===== config.mk =====
export PLATFORM = sky130hd
export DESIGN_NAME = sample_statistics_mean_min_max_std
export DESIGN_NICKNAME = d
export VERILOG_FILES = /design/src/rtl/core/ssmms_pkg.sv /design/src/rtl/core/ssmms_dp.sv /design/src/rtl/core/ssmms_ctrl.sv /design/src/rtl/core/sample_statistics_mean_min_max_std.sv
export VERILOG_INCLUDE_DIRS = /design/src /design/src/rtl/core
export SDC_FILE = /design/constraint.sdc
export NUM_CORES = 2
export LEC_CHECK = 0
export ABC_CLOCK_PERIOD_IN_PS = 8800
export BUFFER_PORTS_ARGS = -buffer_cell sky130_fd_sc_hd__buf_2
export CAP_MARGIN = 20
export CORE_MARGIN = 4
export CORE_UTILIZATION = 50
export CTS_CLUSTER_DIAMETER = 80
export DETAILED_ROUTE_END_ITERATION = 10
export PLACE_DENSITY = 0.66
export SYNTH_ARGS = -nofsm -noshare
export SYNTH_HDL_FRONTEND = slang
export SYNTH_SLANG_ARGS = --single-unit

===== constraint.sdc =====
create_clock -name clk -period 8.8 [get_ports clk]
set_input_delay 1.32 -clock clk [delete_from_list [all_inputs] [get_ports clk]]
set_output_delay 1.32 -clock clk [all_outputs]
set_load 0.01 [all_outputs]

===== src/rtl/core/sample_statistics_mean_min_max_std_assert.svh =====
// Assertion macros for the sample statistics RTL.
`ifndef SAMPLE_STATISTICS_MEAN_MIN_MAX_STD_ASSERT_SVH
`define SAMPLE_STATISTICS_MEAN_MIN_MAX_STD_ASSERT_SVH

// Antecedent true implies consequent in the same cycle.
`define SSMMS_ASSERT_SAME(lbl, clk, rst_n, ante, cons) \
	lbl: assert property (@(posedge clk) disable iff (!rst_n) (ante) |-> (cons)) \
		else $error("assertion failed");

// Antecedent true implies consequent in the next cycle.
`define SSMMS_ASSERT_NEXT(lbl, clk, rst_n, ante, cons) \
	lbl: assert property (@(posedge clk) disable iff (!rst_n) (ante) |=> (cons)) \
		else $error("assertion failed");

`endif


===== src/rtl/core/ssmms_pkg.sv =====
// Package with constants and control types of the sample statistics block.
`default_nettype none
package ssmms_pkg;
	localparam int unsigned MAX_SAMPLES = 255;
	localparam int unsigned MUL_STEPS   = 8;
	localparam int unsigned MEAN_STEPS  = 24;
	localparam int unsigned VAR_STEPS   = 48;
	localparam int unsigned SQRT_STEPS  = 16;
	localparam int unsigned STEP_W      = 6;

	typedef struct packed {
		logic cap;
		logic acc;
		logic mul_load;
		logic mul_step;
		logic sub;
		logic div_mean;
		logic mean_cap;
		logic div_step;
		logic sqrt_load;
		logic sqrt_step;
		logic finish;
	} cmd_t;
endpackage
`default_nettype wire


===== src/rtl/core/ssmms_dp.sv =====
// Datapath: accumulators, serial multiplier, shared divider, square root.
`default_nettype none
module ssmms_dp (
	input  wire logic            clk,
	input  wire ssmms_pkg::cmd_t cmd,
	input  wire logic [3:0]      sensor,
	input  wire logic [15:0]     sample,
	output logic      [3:0]      sensor_out,
	output logic      [7:0]      sample_count,
	output logic      [15:0]     mean,
	output logic      [15:0]     minimum,
	output logic      [15:0]     maximum,
	output logic      [15:0]     std_dev,
	output logic                 overflow,
	input  wire logic            arst_n
);
	logic [3:0]  sensor_q;
	logic [15:0] sample_q;
	logic [7:0]  count_q;
	logic [23:0] sum_q;
	logic [39:0] sqsum_q;
	logic [15:0] min_q, max_q;
	logic        ovf_q;
	logic [7:0]  nsh_q;
	logic [47:0] prod_q, sq_q, num_q, divd_q;
	logic [15:0] nn_q, divr_q, rem_q, mean_q;
	logic [31:0] rad_q;
	logic [16:0] srem_q;
	logic [15:0] root_q;

	logic [31:0] xsq;
	logic [47:0] sq_c, prod_next;
	logic [15:0] nn_c;
	logic [16:0] r2, rsub;
	logic        d_ge;
	logic [18:0] s2, trial, ssub;
	logic        s_ge;
	logic [15:0] root_next;

	assign xsq       = {16'b0, sample_q} * {16'b0, sample_q};
	assign sq_c      = {24'b0, sum_q} * {24'b0, sum_q};
	assign nn_c      = {8'b0, count_q} * {8'b0, count_q};
	assign prod_next = {prod_q[46:0], 1'b0} + (nsh_q[7] ? {8'b0, sqsum_q} : 48'b0);
	assign r2        = {rem_q, divd_q[47]};
	assign rsub      = r2 - {1'b0, divr_q};
	assign d_ge      = r2 >= {1'b0, divr_q};
	assign s2        = {srem_q, rad_q[31:30]};
	assign trial     = {1'b0, root_q, 2'b01};
	assign ssub      = s2 - trial;
	assign s_ge      = s2 >= trial;
	assign root_next = {root_q[14:0], s_ge};

	// Accumulators; finish clears them back to reset values.
	always_ff @(posedge clk or negedge arst_n) begin
		if (!arst_n) begin
			count_q <= '0;
			sum_q   <= '0;
			sqsum_q <= '0;
			min_q   <= '1;
			max_q   <= '0;
			ovf_q   <= 1'b0;
		end else if (cmd.finish) begin
			count_q <= '0;
			sum_q   <= '0;
			sqsum_q <= '0;
			min_q   <= '1;
			max_q   <= '0;
			ovf_q   <= 1'b0;
		end else if (cmd.acc) begin
			if (count_q < 8'(ssmms_pkg::MAX_SAMPLES)) begin
				count_q <= count_q + 8'd1;
				sum_q   <= sum_q + {8'b0, sample_q};
				sqsum_q <= sqsum_q + {8'b0, xsq};
				if (sample_q < min_q) min_q <= sample_q;
				if (sample_q > max_q) max_q <= sample_q;
			end else begin
				ovf_q <= 1'b1;
			end
		end
	end

	always_ff @(posedge clk) begin
		if (cmd.cap) begin
			sensor_q <= sensor;
			sample_q <= sample;
		end
		if (cmd.mul_load) begin
			nsh_q  <= count_q;
			prod_q <= '0;
			sq_q   <= sq_c;
			nn_q   <= nn_c;
		end
		if (cmd.mul_step) begin
			prod_q <= prod_next;
			nsh_q  <= {nsh_q[6:0], 1'b0};
		end
		if (cmd.sub) num_q <= (prod_q >= sq_q) ? prod_q - sq_q : 48'b0;
		if (cmd.div_mean) begin
			divd_q <= {sum_q, 24'b0};
			divr_q <= {8'b0, count_q};
			rem_q  <= '0;
		end
		if (cmd.mean_cap) begin
			mean_q <= divd_q[15:0];
			divd_q <= num_q;
			divr_q <= nn_q;
			rem_q  <= '0;
		end
		if (cmd.div_step) begin
			rem_q  <= d_ge ? rsub[15:0] : r2[15:0];
			divd_q <= {divd_q[46:0], d_ge};
		end
		if (cmd.sqrt_load) begin
			rad_q  <= divd_q[31:0];
			srem_q <= '0;
			root_q <= '0;
		end
		if (cmd.sqrt_step) begin
			rad_q  <= {rad_q[29:0], 2'b00};
			srem_q <= s_ge ? ssub[16:0] : s2[16:0];
			root_q <= root_next;
		end
		// Latch the result beat on the last square root step.
		if (cmd.finish) begin
			sensor_out   <= sensor_q;
			sample_count <= count_q;
			mean         <= mean_q;
			minimum      <= min_q;
			maximum      <= max_q;
			std_dev      <= root_next;
			overflow     <= ovf_q;
		end
	end
endmodule
`default_nettype wire


===== src/rtl/core/ssmms_ctrl.sv =====
// Controller state machine sequencing accumulate and final computation.
`default_nettype none
`include "sample_statistics_mean_min_max_std_assert.svh"
module ssmms_ctrl (
	input  wire logic            clk,
	input  wire logic            arst_n,
	input  wire logic            start,
	input  wire logic            last,
	output logic                 busy,
	output logic                 done,
	output ssmms_pkg::cmd_t      cmd
);
	typedef enum logic [3:0] {
		S_IDLE, S_ACC, S_MLD, S_MUL, S_SUB, S_DIVM, S_MCAP, S_DIVV, S_SLD, S_SQRT
	} state_t;

	state_t                           state_q;
	logic [ssmms_pkg::STEP_W-1:0]     cnt_q;
	logic                             last_q;
	logic                             accept;

	assign accept = start && !busy;

	always_comb begin
		cmd           = '0;
		cmd.cap       = accept;
		cmd.acc       = (state_q == S_ACC);
		cmd.mul_load  = (state_q == S_MLD);
		cmd.mul_step  = (state_q == S_MUL);
		cmd.sub       = (state_q == S_SUB);
		cmd.div_mean  = (state_q == S_SUB);
		cmd.mean_cap  = (state_q == S_MCAP);
		cmd.div_step  = (state_q == S_DIVM) || (state_q == S_DIVV);
		cmd.sqrt_load = (state_q == S_SLD);
		cmd.sqrt_step = (state_q == S_SQRT);
		cmd.finish    = (state_q == S_SQRT) &&
			(cnt_q == ssmms_pkg::STEP_W'(ssmms_pkg::SQRT_STEPS - 1));
	end

	always_ff @(posedge clk or negedge arst_n) begin
		if (!arst_n) begin
			state_q <= S_IDLE;
			cnt_q   <= '0;
			last_q  <= 1'b0;
			busy    <= 1'b0;
			done    <= 1'b0;
		end else begin
			done  <= 1'b0;
			cnt_q <= cnt_q + 1'b1;
			case (state_q)
				S_IDLE: begin
					if (accept) begin
						last_q  <= last;
						busy    <= 1'b1;
						state_q <= S_ACC;
					end
				end
				S_ACC: begin
					if (last_q) begin
						state_q <= S_MLD;
					end else begin
						busy    <= 1'b0;
						state_q <= S_IDLE;
					end
				end
				S_MLD: begin
					cnt_q   <= '0;
					state_q <= S_MUL;
				end
				S_MUL: begin
					if (cnt_q == ssmms_pkg::STEP_W'(ssmms_pkg::MUL_STEPS - 1)) state_q <= S_SUB;
				end
				S_SUB: begin
					cnt_q   <= '0;
					state_q <= S_DIVM;
				end
				S_DIVM: begin
					if (cnt_q == ssmms_pkg::STEP_W'(ssmms_pkg::MEAN_STEPS - 1)) state_q <= S_MCAP;
				end
				S_MCAP: begin
					cnt_q   <= '0;
					state_q <= S_DIVV;
				end
				S_DIVV: begin
					if (cnt_q == ssmms_pkg::STEP_W'(ssmms_pkg::VAR_STEPS - 1)) state_q <= S_SLD;
				end
				S_SLD: begin
					cnt_q   <= '0;
					state_q <= S_SQRT;
				end
				S_SQRT: begin
					if (cmd.finish) begin
						done    <= 1'b1;
						busy    <= 1'b0;
						state_q <= S_IDLE;
					end
				end
				default: begin
					busy    <= 1'b0;
					state_q <= S_IDLE;
				end
			endcase
		end
	end

	`SSMMS_ASSERT_NEXT(a_finish_done, clk, arst_n, cmd.finish, done && state_q == S_IDLE)
	`SSMMS_ASSERT_SAME(a_done_idle, clk, arst_n, done, !busy && state_q == S_IDLE)
	`SSMMS_ASSERT_NEXT(a_accept_acc, clk, arst_n, accept, busy && state_q == S_ACC)
	`SSMMS_ASSERT_SAME(a_busy_state, clk, arst_n, busy, state_q != S_IDLE)
endmodule
`default_nettype wire


===== src/rtl/core/sample_statistics_mean_min_max_std.sv =====
// Top level of the sample statistics block: count, mean, min, max, std dev.
//
// Usage:
//   Drive sensor, sample and last with start high; the beat is taken at a
//   rising edge where start is high and busy is low. Hold start until then.
//   A beat with last low is accumulated and busy is high for one cycle,
//   so the next plain sample is taken only once busy is low again.
//   A beat with last high closes the set: the controller runs an 8 step
//   serial multiply (n * sum of squares), then a 24 step division for the
//   mean and a 48 step division for the variance, both on the shared
//   divider, and a 16 step square root. done pulses for one cycle once the
//   square root is through, with the result on the output ports; the
//   output ports keep that result until the next result beat.
//   The receiver cannot stall: capture the result in the cycle done is high.
//   Samples arriving once the count has reached its capacity are dropped
//   and flagged through overflow. The accumulators clear after each result.
//   Reset (arst_n low) clears the accumulators and returns to idle at once.
`default_nettype none
module sample_statistics_mean_min_max_std (
	input  wire logic        clk,
	input  wire logic        arst_n,
	input  wire logic        start,
	output logic             busy,
	input  wire logic [3:0]  sensor,
	input  wire logic [15:0] sample,
	input  wire logic        last,
	output logic             done,
	output logic      [3:0]  sensor_out,
	output logic      [7:0]  sample_count,
	output logic      [15:0] mean,
	output logic      [15:0] minimum,
	output logic      [15:0] maximum,
	output logic      [15:0] std_dev,
	output logic             overflow
);
	ssmms_pkg::cmd_t cmd;

	// Sequence accumulate and final steps.
	ssmms_ctrl u_ctrl (
		.clk    (clk),
		.arst_n (arst_n),
		.start  (start),
		.last   (last),
		.busy   (busy),
		.done   (done),
		.cmd    (cmd)
	);

	// Hold accumulators and the arithmetic units.
	ssmms_dp u_dp (
		.clk          (clk),
		.cmd          (cmd),
		.sensor       (sensor),
		.sample       (sample),
		.sensor_out   (sensor_out),
		.sample_count (sample_count),
		.mean         (mean),
		.minimum      (minimum),
		.maximum      (maximum),
		.std_dev      (std_dev),
		.overflow     (overflow),
		.arst_n       (arst_n)
	);
endmodule
`default_nettype wire


==> results.md <==
Hold path:
- The startpoint of the lowest-slack hold path is u_dp.mean_q[4].
- The type of the tightest min-delay check is reg -> reg.

Floorplan:
- From left edge to right edge, the die measures 337.0 um.
- The floorplan has between 100 and 150 rows.
- The placeable core area is ~110000 sq um.
- Pin placement for this block handled 103 I/O pins.
- The effective utilization at floorplan is 0.5049.
- The die is 337.0 um tall.
- The full die area is 113600 sq um.

Timing:
- Setup repair after global routing left no endpoint under its margin.
- Adding up every negative setup slack in the final design gives 0 ns.
- The actual slew at the worst max-slew pin is between 1 and 1.5 ns.
- Counting I/O delays and the setup requirement, the final critical path takes 8.266 ns.
- The share of the clock period used by the worst path is 0.9393.
- Setup slack on the critical path of the routed design comes to approximately 0.53 ns.
- The upper clock frequency limit is 121.0 MHz.
- The number of failing hold endpoints at the final stage is 0.
- The normalized max-slew margin is 0.2839.
- Hold is met by 0.4169 ns.
- The max-slew violation count was 0.
- The final worst clock skew is roughly 0.041 ns.
- Setup violations remaining at the end of the flow were counted as 0.

Clocking:
- The TritonCTS buffer count is 67.
- In this run the clock root is driven by a sky130_fd_sc_hd__clkbuf_16.
- TritonCTS built the clock tree.
- The sink count of the clock tree is about 540.
- Clock-pin slew was measured on the worst setup and hold paths at 0.06 ns.
- The number of buffers added to fix hold violations after cts is 0.
- The later-pin clock latency in the skew report is about 0.64 ns.
- The post-cts repair resize count is 0.
- After clock tree synthesis, the setup repair step added 0 buffers.
- Counting along the longest clock path gives a buffer depth of 3.
- The H-tree generated during clock tree synthesis spans 3 levels.

Route:
- For this block, the initial DRC count from the detailed router was approximately 2900.
- The via count is 38350.
- Summed over all layers, the routed wires come to roughly 130000 um.
- The post-detailed-route count of antenna-violating nets is 0.
- After detailed routing, the number of remaining DRC violations is 0.
- After detailed routing, the average wire length per cell comes to 19.15 um.
- Using the TritonRoute via totals, the vias-per-cell ratio works out to around 5.5.
- Before antenna repair, the detailed router went through 5 iterations.

Synth:
- The async set-reset flop share out of synthesis is 0.2177.
- The total nets after synthesis is 6638.
- The count of different cell masters after synthesis is 88.
- Yosys attributes the largest share of cell area to sky130_fd_sc_hd__fa_1 24%, sky130_fd_sc_hd__edfxtp_1 23%, sky130_fd_sc_hd__ha_1 11%.
- The count of mapped cells out of synthesis is around 5500.
- The number of enable-type register cells in the synthesized netlist is 421.
- Of the post-synthesis cell area, the dominant cell type holds 0.2393.
- The average instance in the mapped netlist occupies 9.860 sq um.
- The post-synthesis sequential area ratio is 0.2896.
- The count of warnings emitted by yosys is 0.
- Synthesis inferred roughly 540 register bits.
- The post-synthesis instance area is 54120 sq um.
- In the synthesized netlist the dominant register cell turns out to be sky130_fd_sc_hd__edfxtp_1.
- The synthesized design spends more area on one cell type than any other, namely sky130_fd_sc_hd__fa_1.

Worst setup path:
- At the worst endpoint, the required time is 9.14 ns.
- The critical-path maximum fanout is 27.
- The kind of critical path is reg -> reg.
- The worst setup path is captured at a flip-flop.
- STA classifies the critical path startpoint as a flip-flop.
- The startpoint identified for the worst register-to-register timing path is u_dp.sum_q[4].
- The data arrival time of the critical path is ~8.6 ns.
- The source of the critical timing path is u_dp.sum_q[4].
- For flop-to-flop paths, the worst setup slack is 0.53 ns.

Global routing:
- The pin count of the biggest net entering global routing is 79.
- The wire length of the first global-routing pass is 214100 um.
- The total global routing track utilization is 0.2403.
- The via count of the first global-routing pass is slightly below 40000.
- The initial antenna violation count was 2.
- The total grt overflow is 0.

Outcome:
- The run finished with clean final reports.

Final layout:
- Leaving out fill and tap cells, the most frequent cells in the layout are 1133 x sky130_fd_sc_hd__inv_1, 647 x sky130_fd_sc_hd__fa_1, 478 x sky130_fd_sc_hd__ha_1.
- Counting the fill cells in the layout gives 9622.
- The fraction of final layout cells with drive strength greater than 1 is 0.06270.
- The antenna diode instance count is 0.
- Measured on the finished design, the core utilization comes to 0.5462.
- Relative to the synthesized area, the layout overhead comes to 8.188%.
- The net total in the final layout is 6709.
- The most common cell after layout, fill and taps aside is sky130_fd_sc_hd__inv_1.

Placement:
- Detailed placement ended at an HPWL of 106600 um.
- The count of buffers added on input and output ports is 102.
- The congestion estimate from routability-driven global placement came to 0.9247.
- The pre-CTS setup slack is 0.6445 ns.

Run:
- The count of max-cap constraint violations is 0.
-- critical path, cell delays in order (launching register included) --
cell	delay, ns
sky130_fd_sc_hd__dfrtp_1	1.05
sky130_fd_sc_hd__nand2_1	0.25
sky130_fd_sc_hd__inv_1	0.13
sky130_fd_sc_hd__fa_1	0.44
sky130_fd_sc_hd__fa_1	0.49
sky130_fd_sc_hd__inv_1	0.05
sky130_fd_sc_hd__fa_1	0.45
sky130_fd_sc_hd__fa_1	0.56
sky130_fd_sc_hd__inv_1	0.06
sky130_fd_sc_hd__fa_1	0.50
sky130_fd_sc_hd__fa_1	0.49
sky130_fd_sc_hd__inv_1	0.05
sky130_fd_sc_hd__fa_1	0.47
sky130_fd_sc_hd__inv_1	0.04
sky130_fd_sc_hd__ha_1	0.35
sky130_fd_sc_hd__a21o_1	0.20
sky130_fd_sc_hd__a21o_1	0.16
sky130_fd_sc_hd__a2111oi_0	0.75
sky130_fd_sc_hd__a21oi_1	0.31
sky130_fd_sc_hd__o21ai_1	0.35
sky130_fd_sc_hd__a21oi_1	0.15
sky130_fd_sc_hd__o21ai_0	0.24
sky130_fd_sc_hd__nand2b_1	0.08
sky130_fd_sc_hd__a21o_1	0.19
sky130_fd_sc_hd__xor2_1	0.14
-- cells in the mapped netlist (all sizes together) (15+ instances only) --
library cell / count
nand4: 32
nor2b: 41
o21ai: 217
nand3: 78
or2: 15
nand2: 434
o21a: 29
dfrtp: 102
xor2: 84
ha: 478
a21oi: 237
xnor2: 112
and3: 36
or3: 25
inv: 1136
o21bai: 31
a22o: 35
mux2i: 102
fa: 647
edfxtp: 421
a21o: 121
a31oi: 31
clkbuf: 164
a211oi: 22
dfstp: 16
nor3: 72
nand2b: 29
nor2: 378
and2: 171
-- logic make-up after synthesis --
logic type / after synthesis / share of synthesized area
mux: 110 / 0.02053
simple gates: 1352 / 0.1166
fa+ha+maj: 1125 / 0.3498
compound gates: 845 / 0.1001
flops: 542 / 0.2896
xor+xnor: 196 / 0.03172
buf+inv: 1319 / 0.09162
-- state kept, by name, indices dropped and copies added (netlist names), 15 cells and up --
signal         count
u_dp.divd_q       48
u_dp.rem_q        16
u_dp.minimum      16
u_dp.std_dev      16
u_dp.sample_q     16
u_dp.sqsum_q      40
u_dp.root_q       16
u_dp.sum_q        24
u_dp.maximum      16
u_dp.min_q        16
u_dp.rad_q        32
u_dp.srem_q       17
u_dp.sq_q         47
u_dp.mean         16
u_dp.num_q        48
u_dp.nn_q         15
u_dp.mean_q       16
u_dp.prod_q       48
u_dp.divr_q       16
u_dp.max_q        16
-- through the flow --
stage | instances | area [sq um]
finish | 7017 | 58550
global route | 7017 | 58550
CTS | 7016 | 58530
detailed placement | 6893 | 56340
global placement | 6893 | 56340
floorplan | 5489 | 54120
-- layer usage --
metal | wire length [um] | vias up | part of all wire | global-route usage
met5 | 13 | - | 0.000097 | 0
met1 | 57020 | 19180 | 0.42 | 0.3235
met3 | 7557 | 196 | 0.056 | 0.03184
li1 | - | 17950 | - | -
met4 | 4006 | 2 | 0.030 | 0.07013
met2 | 65810 | 1019 | 0.49 | 0.4088
-- layout make-up --
type                       instances  area (sq um)  share of cell area
multi-input combinational       3628         33540              0.5727
sequential                       542         15680              0.2677
inverter                        1143          4295             0.07336
clock buffer                      80          1775             0.03032
tap                             1403          1755             0.02998
timing repair buffer             178          1104             0.01885
clock inverter                    43         411.6            0.007030
-- worst paths after layout --
kind	depth (start not counted)	to
max	24	u_dp.sq_q[44]
min	0	u_dp.mean[4]
max reg2reg	24	u_dp.sq_q[44]
min reg2reg	0	u_dp.mean[4]
max in group asynchronous	2	u_dp.sqsum_q[28]
min in group asynchronous	1	u_ctrl.done
Power is left out: the tool's default activity adds up to more than one toggle a clock period on the data nets, which glitch-free logic cannot reach.
